**config.mk**
```make
export PLATFORM = sky130hd
export DESIGN_NAME = ber_tlv_tag_scanner
export DESIGN_NICKNAME = d
export VERILOG_FILES = /design/src/rtl/core/bts_pkg.sv /design/src/rtl/core/bts_scan.sv /design/src/rtl/core/bts_out_q.sv /design/src/rtl/core/ber_tlv_tag_scanner.sv
export VERILOG_INCLUDE_DIRS = /design/src /design/src/rtl/core
export SDC_FILE = /design/constraint.sdc
export NUM_CORES = 1
export LEC_CHECK = 0
export ABC_AREA = 1
export CAP_MARGIN = 25
export CORE_MARGIN = 2
export CORE_UTILIZATION = 40
export CTS_CLUSTER_DIAMETER = 50
export DETAILED_ROUTE_END_ITERATION = 8
export DONT_BUFFER_PORTS = 1
export SYNTH_ARGS = -nofsm -noshare
export SYNTH_HDL_FRONTEND = slang
export SYNTH_SLANG_ARGS = --single-unit
export TNS_END_PERCENT = 20
```
**constraint.sdc**
```tcl
create_clock -name clk -period 9 [get_ports clk]
set_clock_uncertainty 0.15 [all_clocks]
set_input_delay 0 -clock clk [delete_from_list [all_inputs] [get_ports clk]]
set_output_delay 0 -clock clk [all_outputs]
set_load 0.005 [all_outputs]
```
**src/rtl/core/ber_tlv_tag_scanner_macros.svh**
```systemverilog
// assertion macros for the ber tlv tag scanner
`ifndef BER_TLV_TAG_SCANNER_MACROS_SVH
`define BER_TLV_TAG_SCANNER_MACROS_SVH

// property that must hold at every edge outside reset
`define BTS_ASSERT(lbl, prop, msg) \
  lbl: assert property (@(posedge clk) disable iff (rst) (prop)) else $error(msg);

// implication checked in the cycle after the antecedent
`define BTS_ASSERT_NEXT(lbl, ante, cons, msg) \
  lbl: assert property (@(posedge clk) disable iff (rst) (ante) |=> (cons)) else $error(msg);

`endif

```
**src/rtl/core/bts_pkg.sv**
```systemverilog
// shared constants and types of the ber tlv tag scanner
`default_nettype none

package bts_pkg;

  localparam int LENGTH_BYTES_MAX = 4;
  localparam int LEN_LEFT_W       = $clog2(LENGTH_BYTES_MAX + 1);
  localparam int TAG_EXTRA_MAX    = 4;
  localparam int TAG_CNT_W        = $clog2(TAG_EXTRA_MAX + 1);
  localparam int TAG_NUM_W        = 28;
  localparam int TAG_W            = 31;
  localparam int POS_W            = 32;
  localparam int LEN_W            = 32;
  localparam int STATUS_W         = 3;

  localparam logic [STATUS_W-1:0] ST_FOUND      = 3'd0;
  localparam logic [STATUS_W-1:0] ST_NOT_FOUND  = 3'd1;
  localparam logic [STATUS_W-1:0] ST_INCOMPLETE = 3'd2;
  localparam logic [STATUS_W-1:0] ST_TAG_LONG   = 3'd3;
  localparam logic [STATUS_W-1:0] ST_BAD_LEN    = 3'd4;

  typedef struct packed {
    logic [STATUS_W-1:0] status;
    logic [POS_W-1:0]    value_offset;
    logic [LEN_W-1:0]    value_length;
  } result_t;

  typedef struct packed {
    logic head_valid;
    logic skid_valid;
  } queue_status_t;

endpackage

`default_nettype wire

```
**src/rtl/core/bts_scan.sv**
```systemverilog
// per-byte tlv header decoder, tag compare and value skipping
`default_nettype none

module bts_scan
  import bts_pkg::*;
(
  input  wire logic             clk,
  input  wire logic             rst,
  input  wire logic             beat_en,
  input  wire logic [7:0]       data_byte,
  input  wire logic             last_byte,
  input  wire logic [TAG_W-1:0] wanted_tag,
  output logic                  res_valid,
  output result_t               res
);

  typedef enum logic [2:0] {
    PH_TAG_FIRST,
    PH_TAG_MORE,
    PH_LEN_FIRST,
    PH_LEN_MORE,
    PH_SKIP
  } phase_t;

  phase_t                phase, phase_next;
  logic [TAG_NUM_W-1:0]  tag_number, tag_number_next;
  logic [2:0]            tag_class_bits, tag_class_bits_next;
  logic [TAG_CNT_W-1:0]  tag_extra_count, tag_extra_count_next;
  logic [LEN_W-1:0]      length_value, length_value_next;
  logic [LEN_LEFT_W-1:0] length_bytes_left, length_bytes_left_next;
  logic [LEN_LEFT_W-1:0] left_dec;
  logic [LEN_W-1:0]      skip_remaining, skip_remaining_next;
  logic [LEN_W-1:0]      skip_dec;
  logic [POS_W-1:0]      byte_position, byte_position_next;
  logic                  result_given, result_given_next;
  logic                  emit;
  logic                  hdr_done;
  result_t               res_next;

  always_comb begin
    phase_next             = phase;
    tag_number_next        = tag_number;
    tag_class_bits_next    = tag_class_bits;
    tag_extra_count_next   = tag_extra_count;
    length_value_next      = length_value;
    length_bytes_left_next = length_bytes_left;
    skip_remaining_next    = skip_remaining;
    result_given_next      = result_given;
    byte_position_next     = byte_position + POS_W'(1);
    left_dec               = (length_bytes_left != '0) ? length_bytes_left - LEN_LEFT_W'(1)
                                                       : length_bytes_left;
    skip_dec               = (skip_remaining != '0) ? skip_remaining - LEN_W'(1)
                                                    : skip_remaining;
    emit                   = 1'b0;
    hdr_done               = 1'b0;
    res_next               = '{status: ST_NOT_FOUND, value_offset: '0, value_length: '0};

    if (!result_given) begin
      unique case (phase)
        PH_TAG_FIRST: begin
          tag_class_bits_next  = {data_byte[5], data_byte[7:6]};
          tag_extra_count_next = '0;
          if (data_byte[4:0] == 5'h1f) begin
            tag_number_next = '0;
            phase_next      = PH_TAG_MORE;
          end else begin
            tag_number_next = TAG_NUM_W'(data_byte[4:0]);
            phase_next      = PH_LEN_FIRST;
          end
          if (last_byte) begin
            emit            = 1'b1;
            res_next.status = ST_INCOMPLETE;
          end
        end
        PH_TAG_MORE: begin
          if (tag_extra_count >= TAG_CNT_W'(TAG_EXTRA_MAX)) begin
            emit            = 1'b1;
            res_next.status = ST_TAG_LONG;
          end else begin
            tag_extra_count_next = tag_extra_count + TAG_CNT_W'(1);
            tag_number_next      = {tag_number[TAG_NUM_W-8:0], data_byte[6:0]};
            if (!data_byte[7]) begin
              phase_next = PH_LEN_FIRST;
            end
            if (last_byte) begin
              emit            = 1'b1;
              res_next.status = ST_INCOMPLETE;
            end
          end
        end
        PH_LEN_FIRST: begin
          if (data_byte[7]) begin
            if (data_byte[6:0] > 7'(LENGTH_BYTES_MAX)) begin
              emit            = 1'b1;
              res_next.status = ST_BAD_LEN;
            end else if (data_byte[6:0] == 7'd0) begin
              length_value_next = '0;
              hdr_done          = 1'b1;
            end else begin
              length_value_next      = '0;
              length_bytes_left_next = data_byte[LEN_LEFT_W-1:0];
              phase_next             = PH_LEN_MORE;
              if (last_byte) begin
                emit            = 1'b1;
                res_next.status = ST_INCOMPLETE;
              end
            end
          end else begin
            length_value_next = LEN_W'(data_byte);
            hdr_done          = 1'b1;
          end
        end
        PH_LEN_MORE: begin
          length_value_next      = {length_value[LEN_W-9:0], data_byte};
          length_bytes_left_next = left_dec;
          if (left_dec == '0) begin
            hdr_done = 1'b1;
          end else if (last_byte) begin
            emit            = 1'b1;
            res_next.status = ST_INCOMPLETE;
          end
        end
        PH_SKIP: begin
          skip_remaining_next = skip_dec;
          if (skip_dec == '0) begin
            phase_next = PH_TAG_FIRST;
          end
          if (last_byte) begin
            emit            = 1'b1;
            res_next.status = ST_NOT_FOUND;
          end
        end
        default: begin
          phase_next = PH_TAG_FIRST;
        end
      endcase

      // header complete: compare tag, then report or skip the value
      if (hdr_done) begin
        if ({tag_number, tag_class_bits} == wanted_tag) begin
          emit                  = 1'b1;
          res_next.status       = ST_FOUND;
          res_next.value_offset = byte_position + POS_W'(1);
          res_next.value_length = length_value_next;
        end else begin
          if (length_value_next == '0) begin
            phase_next = PH_TAG_FIRST;
          end else begin
            skip_remaining_next = length_value_next;
            phase_next          = PH_SKIP;
          end
          if (last_byte) begin
            emit            = 1'b1;
            res_next.status = ST_NOT_FOUND;
          end
        end
      end

      if (emit) begin
        result_given_next = 1'b1;
      end
    end

    // last byte always starts a fresh stream
    if (last_byte) begin
      phase_next             = PH_TAG_FIRST;
      tag_number_next        = '0;
      tag_class_bits_next    = '0;
      tag_extra_count_next   = '0;
      length_value_next      = '0;
      length_bytes_left_next = '0;
      skip_remaining_next    = '0;
      byte_position_next     = '0;
      result_given_next      = 1'b0;
    end
  end

  always_ff @(posedge clk) begin
    if (rst) begin
      phase             <= PH_TAG_FIRST;
      tag_number        <= '0;
      tag_class_bits    <= '0;
      tag_extra_count   <= '0;
      length_value      <= '0;
      length_bytes_left <= '0;
      skip_remaining    <= '0;
      byte_position     <= '0;
      result_given      <= 1'b0;
    end else if (beat_en) begin
      phase             <= phase_next;
      tag_number        <= tag_number_next;
      tag_class_bits    <= tag_class_bits_next;
      tag_extra_count   <= tag_extra_count_next;
      length_value      <= length_value_next;
      length_bytes_left <= length_bytes_left_next;
      skip_remaining    <= skip_remaining_next;
      byte_position     <= byte_position_next;
      result_given      <= result_given_next;
    end
  end

  assign res_valid = beat_en & emit;
  assign res       = res_next;

endmodule

`default_nettype wire

```
**src/rtl/core/bts_out_q.sv**
```systemverilog
// two-entry result buffer: output register plus skid entry
`default_nettype none

module bts_out_q
  import bts_pkg::*;
(
  input  wire logic     clk,
  input  wire logic     rst,
  input  wire logic     push,
  input  wire result_t  push_data,
  input  wire logic     pop_stall,
  output logic          head_valid,
  output result_t       head,
  output queue_status_t q_status
);

  logic    skid_valid;
  result_t skid;
  logic    pop;

  assign pop = head_valid & ~pop_stall;

  always_ff @(posedge clk) begin
    if (rst) begin
      head_valid <= 1'b0;
      skid_valid <= 1'b0;
    end else begin
      if (!head_valid || pop) begin
        head_valid <= skid_valid | push;
        skid_valid <= 1'b0;
      end else if (push) begin
        skid_valid <= 1'b1;
      end
    end
  end

  always_ff @(posedge clk) begin
    if (!head_valid || pop) begin
      head <= skid_valid ? skid : push_data;
    end else if (push) begin
      skid <= push_data;
    end
  end

  assign q_status = '{head_valid: head_valid, skid_valid: skid_valid};

endmodule

`default_nettype wire

```
**src/rtl/core/ber_tlv_tag_scanner.sv**
```systemverilog
// Scans a byte stream of flat BER TLV items for the first item whose packed tag
// (class in bits 1:0, constructed in bit 2, number above) equals wanted_tag, and
// gives one result beat per stream, closed by the byte marked last_byte. One byte
// is taken every cycle unless in_stall holds; the header decode, tag compare and skip
// counter are combinational between the scanner state and a two-entry result buffer,
// which registers the result of the byte that decides it. Input stalls
// only while both buffer entries hold results that the output has not taken.
// wanted_tag is written through its own port and takes effect on the next byte.
`default_nettype none

module ber_tlv_tag_scanner
  import bts_pkg::*;
(
  input  wire logic                clk,
  input  wire logic                rst,
  input  wire logic                cfg_valid,
  output logic                     cfg_ready,
  input  wire logic [TAG_W-1:0]    wanted_tag,
  input  wire logic                in_valid,
  output logic                     in_stall,
  input  wire logic [7:0]          data_byte,
  input  wire logic                last_byte,
  output logic                     out_valid,
  input  wire logic                out_stall,
  output logic [STATUS_W-1:0]      status,
  output logic [POS_W-1:0]         value_offset,
  output logic [LEN_W-1:0]         value_length
);

  `include "ber_tlv_tag_scanner_macros.svh"

  logic [TAG_W-1:0] wanted_tag_q;
  logic             beat_en;
  logic             res_valid;
  result_t          res;
  result_t          head;
  queue_status_t    q_status;

  assign cfg_ready = 1'b1;

  always_ff @(posedge clk) begin
    if (rst) begin
      wanted_tag_q <= '0;
    end else if (cfg_valid && cfg_ready) begin
      wanted_tag_q <= wanted_tag;
    end
  end

  assign in_stall = q_status.skid_valid;
  assign beat_en  = in_valid & ~in_stall;

  bts_scan u_scan (
    .clk        (clk),
    .rst        (rst),
    .beat_en    (beat_en),
    .data_byte  (data_byte),
    .last_byte  (last_byte),
    .wanted_tag (wanted_tag_q),
    .res_valid  (res_valid),
    .res        (res)
  );

  bts_out_q u_out_q (
    .clk        (clk),
    .rst        (rst),
    .push       (res_valid),
    .push_data  (res),
    .pop_stall  (out_stall),
    .head_valid (out_valid),
    .head       (head),
    .q_status   (q_status)
  );

  assign status       = head.status;
  assign value_offset = head.value_offset;
  assign value_length = head.value_length;

  // only a found beat carries offset and length
  `BTS_ASSERT(a_fields_zero, !out_valid || status == ST_FOUND || (value_offset == '0 && value_length == '0), "offset or length set on a beat that is not found")
  `BTS_ASSERT(a_status_code, !out_valid || status <= ST_BAD_LEN, "undefined status code")
  `BTS_ASSERT(a_skid_order, !in_stall || out_valid, "skid entry held with empty output register")
  `BTS_ASSERT_NEXT(a_result_lands, res_valid && !(out_valid && out_stall), out_valid, "result lost on its way to the output")

endmodule

`default_nettype wire
```
# --- Word-level counts from Yosys, hierarchy flattened ---
# Index checks and enable logic that the tools add are counted.
classes:
  add_sub_neg: 4
  magnitude_cmp: 2
  eq_ne: 11
  muxes: 80
  bitwise_logic: 7
  n_reduce_logical: 19
ops:
  columns: ["cell", "n"]
  rows:
  - ["$mux W32", 13]
  - ["$mux W67", 3]
  - ["$mux W3", 29]
  - ["$mux W28", 3]
  - ["$logic_not A32 Y1", 2]
  - ["$mux W64", 1]
  - ["$pmux W32 S2", 1]
  - ["$pmux W28 S2", 1]
  - ["$add A32 B1 Y32 const B", 1]
  - ["$reduce_bool A32 Y1", 1]
  - ["$sub A32 B1 Y32 const B", 1]
  - ["$eq A31 B31 Y1", 1]
  - ["$mux W1", 19]
  - ["$pmux W3 S5", 1]
  - ["$ne A3 B3 Y1 const B", 4]
  - ["$pmux W3 S2", 2]
  - ["$pmux W3 S4", 1]
  - ["$reduce_bool A3 Y1", 3]
  - ["$gt A7 B3 Y1 const B", 1]
  - ["$logic_not A7 Y1", 1]
  - ["$eq A3 B2 Y1 const B", 2]
  - ["$logic_not A3 Y1", 2]
  - ["$mux W2", 3]
  - ["$reduce_and A6 Y1", 1]
  - ["other kinds (20)", 26]
totals:
  regBits: 304
  in_bits: 45
  out_inout_bits: 70
  elab_cells: 141

# --- Logic depth before layout (Yosys ltp) ---
logic_depth:
  ltp_word: 12
  depth_mapped: 18
  depth_no_buf: 18

# --- Cells and area by module ---
# From an unflattened synthesis, not the netlist that was laid out.
unflattened:
  hier_cells: 2096
  hier_area_um2: 15772.6
modules_own_cells:
  columns: ["mod", "n_inst", "cells_per_inst", "area_per_inst_um2", "seq_area_each_um2"]
  rows:
  - ["bts_scan", 1, 1532, 9370.2, 2742.6]
  - ["bts_out_q", 1, 363, 5083.6, 4063.9]
  - ["ber_tlv_tag_scanner", 1, 201, 1318.8, 620.6]

# --- Worst setup path before layout ---
# OpenSTA, ideal clock, no wires.
synth_timing:
  path_kind: "register to register"
  start: "register u_out_q.head_valid"
  end: "register u_out_q.skid[0] (netlist bit) (enable)"
  setup_ns: 0.492
  arrival_ns: 4.869
  required_time_ns: 8.358
  setup_slack_ns: 3.488
  stages_incl_launch_ff: 3
  path_buffers: 0
  period_less_slack_ns: 5.512
  path_cell_list: "dfxtp_1 nand2_1 nor2_1"
synth_between:
  elab_chain_len: 4
  word_cells_on_any_way: 5
  cone_classes: "bitwise (2); reduce/logical (3)"
synth_lines:
  columns: ["element", "line_no", "rtl"]
  rows:
  - ["from (decl)", "bts_out_q.sv:12", "output logic head_valid,"]
  - ["from (signal assigned)", "bts_out_q.sv:29", "head_valid <= skid_valid | push;"]
  - ["$and A1 B1 Y1 / $logic_not A1 Y1 (equally long branches)", "bts_out_q.sv:21, bts_out_q.sv:38", null]
  - ["$logic_or A1 B1 Y1 (*)", "bts_out_q.sv:38", "if (!head_valid || pop) begin"]
  - ["$not A1 Y1 (no line) (*)", null, null]
  - ["$reduce_and A2 Y1 (no line) (*)", null, null]
  - ["to (signal assigned)", "bts_out_q.sv:41", "skid <= push_data;"]
  - ["to (decl)", "bts_out_q.sv:18", "result_t skid;"]
# Mark *: on every way between the ends. The rest lies on a longest branch, timed or not.
# A chain may end at the register's enable or synchronous reset.

# --- Final worst setup path ---
layout_timing:
  start: "register u_out_q.skid_valid"
  end: "register u_scan.tag_number[4]"
layout_between:
  elab_chain_len: 3
layout_lines:
  columns: ["element", "line_no", "rtl"]
  rows:
  - ["from (decl)", "bts_out_q.sv:17", "logic skid_valid;"]
  - ["from (signal assigned)", "bts_out_q.sv:26", "skid_valid <= 1'b0;"]
  - ["from (signal assigned)", "bts_out_q.sv:30", "skid_valid <= 1'b0;"]
  - ["from (signal assigned)", "bts_out_q.sv:32", "skid_valid <= 1'b1;"]
  - ["$not A1 Y1", "ber_tlv_tag_scanner.sv:50", "assign beat_en = in_valid & ~in_stall;"]
  - ["$and A1 B1 Y1", "ber_tlv_tag_scanner.sv:50", null]
  - ["$reduce_and A4 Y1 (no line)", null, null]
  - ["to (signal assigned)", "bts_scan.sv:191", "tag_number <= tag_number_next;"]
  - ["to (decl)", "bts_scan.sv:26", "logic [TAG_NUM_W-1:0] tag_number, tag_number_next;"]
# Every way passes these cells.

==> results.cfg <==
[cells_and_area]
nFillCells = 3602
layout-area-overhead-vs-synth_pct = 18.4
share_of_post_route_cells_with_drive_strength_above_1_pct = 8.83
area_of_all_placed_cells_without_fillers_sq_um = 18100
number_of_nets_in_the_layout = 2083

[floorplan]
io_pins = 115
floorplan.rows = 71
die_width_um = 200
floorplan.initialDensity_pct = 40.7
die-height_um = 200
fp.coreArea_sq_um = 37700
design.die.area_sq_um = 39900

[global_route]
groute.usage.overall_pct = 20.7
grt_antenna_before_repair = 4
grt_start_max_net_pins = 128
grt_pass1_wl_mm = 66.1
grt-ovfl-total = 0
grt_pass1_vias = 12560

[synthesis]
most_frequent_cells_after_synthesis = nand2_1, nor2_1, dfxtp_1, inv_1, a21oi_1
synth_seq_area_share_pct = 48.5
synth.most_common_cell = nand2_1
yosys_most_used_dff = dfxtp_1
netlist-cell-type-count = 40
ys_seq_elements = 304
mapped_area_sq_um = 15300
async_flop_share_pct = 0
syn-instance-count = 1960
synth_enable_flop_cells = 134
ys.warnings.count = 0
synth_top_cells_by_area = edfxtp_1, dfxtp_1, nand2_1, nor2_1, a21oi_1
syn_nets = 2012
synth_top_area_share_pct = 26.3
synth_largest_area_cell = edfxtp_1
postSynthAreaPerCell_sq_um = 7.82

[timing]
layout_worst_path_cycle_share_pct = 50.7
setup-tns-final_ns = 0
timing.final.hold_violations = 0
finalSetupViolations = 0
rsz0062_at_grt = no
timing.final.ws_setup_ns = 4.44
worst_slew_margin_rel_pct = 38.4
tightest_slew_ns = 0.924
max_clock_freq_mhz = 219
period_needed_ns = 4.56
report.final.slew_viol_count = 0

[routing]
vias_per_cell = 5.12
mean_routed_wirelength_per_cell_um = 15.9
finalWirelength_mm = 40.9
drt-initial-drc-count = 1108
drcViolationCount = 0
dr.pass1.iters = 7
via_count = 13185
drt.antenna.violating_nets = 0

[power]
static-leakage-power_uw = 0.00736
irDropWorstVdd_mv = 0.146
cellPowerDensity_nw_per_um2 = 185

[setup_path]
cp.required_ns = 9.24
cp-startpoint = u_out_q.skid_valid
worst_r2r_startpoint = u_out_q.skid_valid
setup.reg_to_reg.worst_slack_ns = 4.44
critical_path.max_fanout = 70
regToRegEndpoint = u_scan.tag_number[4]
worstSetupStartpointType = flip-flop
reg2regPathDepth = 14
critPathArrivalTime_ns = 4.81
criticalPathCategory = reg2reg
crit_end = u_scan.tag_number[4]
critPathCaptureType = flip-flop

[place]
dpl_cell_area_sq_um = 15700
dpl_worst_slack_ns = 4.55
io_buffer_count = 0
global_placement_routability_congestion = 0.911
place.detailed.hpwl_mm = 26.7

[clock_tree]
clock_latency_ns = 0.54
path_clk_slew_ns = 0.06
numCtsBuffers = 38
cts_tree = built
max_h_tree_level = 2
ctsRootBufferMaster = clkbuf_16
ctsLongestPathBuffers = 3
numClockSinks = 304
cts.repair_timing.setup_buffer_count = 0

[status]
status = complete, no violations

[min_path]
min-delay-path-class = in2reg

[run]
number_of_violations_of_the_max_capacitance_limit = 0
metrics by stage:
| stage | util [%] | power, uW | cells | hold slack, ns |
|---|---|---|---|---|
| after floorplan | - | 1700 | 1960 | -0.0151 |
| after detailed placement | 41.7 | 1740 | 2391 | -0.0595 |
| after CTS | 48.1 | 3380 | 2571 | 0.00143 |
| after global routing | 48.2 | 3480 | 2574 | 0.0451 |
| final | 48.2 | 3350 | 2575 | 0.0279 |
| after global placement | 41.6 | 1740 | 2390 | -0.0633 |
area by class of cell:
type / count / area (sq um) / share of cell area, %
inverter: 172 / 646 / 3.56
timing repair buffer: 123 / 1240 / 6.86
clock buffer: 49 / 1070 / 5.88
multi-input combinational: 1392 / 6870 / 37.9
sequential: 304 / 7430 / 40.9
clock inverter: 21 / 240 / 1.32
antenna: 3 / 7.51 / 0.0414
tap: 511 / 639 / 3.52
cells in the final DEF (no fill, tap or decap), types with 11 or more instances in the layout:
cell	instances
nand2_1	470
nor2_1	291
dfxtp_1	169
inv_1	168
a21oi_1	159
nand3_1	138
edfxtp_1	134
dlygate4sd3_1	109
o21ai_0	94
mux2_2	60
clkbuf_16	41
xnor2_1	30
or2_2	21
xor2_1	20
nor3_1	17
nand4_1	15
buf_4	11
registers in the layout (all words and copies together), names as in the netlist, 28 cells and up:
register	cells
u_out_q.head	67
u_out_q.skid	67
u_scan.byte_position	32
u_scan.length_value	32
u_scan.skip_remaining	32
wanted_tag_q	31
u_scan.tag_number	28
cell families (layout without fill, tap and decap cells):
| group | count (synthesis) | in the layout | synth area share, % |
|---|---|---|---|
| multiplexers | 60 | 60 | 4.41 |
| buffers and inverters | 264 | 365 | 7.01 |
| XOR/XNOR | 50 | 50 | 2.86 |
| AND/OR/NAND/NOR | 981 | 981 | 26.4 |
| AO/OA/AOI/OAI | 293 | 293 | 10.2 |
| adder cells (fa/ha/maj) | 7 | 7 | 0.572 |
| other | 1 | 4 | 0.0245 |
| flip-flops | 304 | 304 | 48.5 |
per-layer routing:
metal | vias to the layer above | GRT usage, % | wire, um
met5 | - | 0 | 13
met4 | 2 | 6.67 | 1050
met3 | 80 | 3.71 | 2200
met2 | 348 | 33.2 | 18500
met1 | 6171 | 28.2 | 19100
li1 | 6584 | - | -
critical path, cell delays in order, from the launching register on:
cell	delay, ns
dfxtp_2	0.32
inv_1	0.14
nand2_1	0.10
buf_4	0.33
clkinv_1	0.40
o21ai_4	0.14
buf_4	0.66
a21oi_1	0.24
inv_1	0.21
o21ai_0	0.13
o21ai_2	0.10
buf_4	0.34
clkinv_1	0.65
o21ai_0	0.38
a21oi_1	0.07
timing repair:
| item | CTS | global route |
|---|---|---|
| hold endpoints to repair | 189 | 0 |
| resized for setup | 0 | 0 |
| hold buffers | 110 | 0 |
power breakdown:
part	leakage [uW]	switching (uW)	total [uW]	internal (uW)
combinational	0.00403	173	274	101
sequential	0.00270	24.8	1500	1470
clock	0.000632	617	1580	964
worst min-delay path by stage:
stage / start / to / slack (ns) / cells after the start
final: cfg_valid / wanted_tag_q[25] / 0.03 / 3
after global routing: cfg_valid / wanted_tag_q[7] / 0.05 / 3
after CTS: cfg_valid / wanted_tag_q[26] / 0.001 / 3
after detailed placement: rst / u_scan.byte_position[17] / -0.06 / 1
after global placement: rst / u_scan.byte_position[7] / -0.06 / 1
after floorplan: wanted_tag[13] / wanted_tag_q[13] / -0.02 / 2
(Power assumes the default switching activity.)
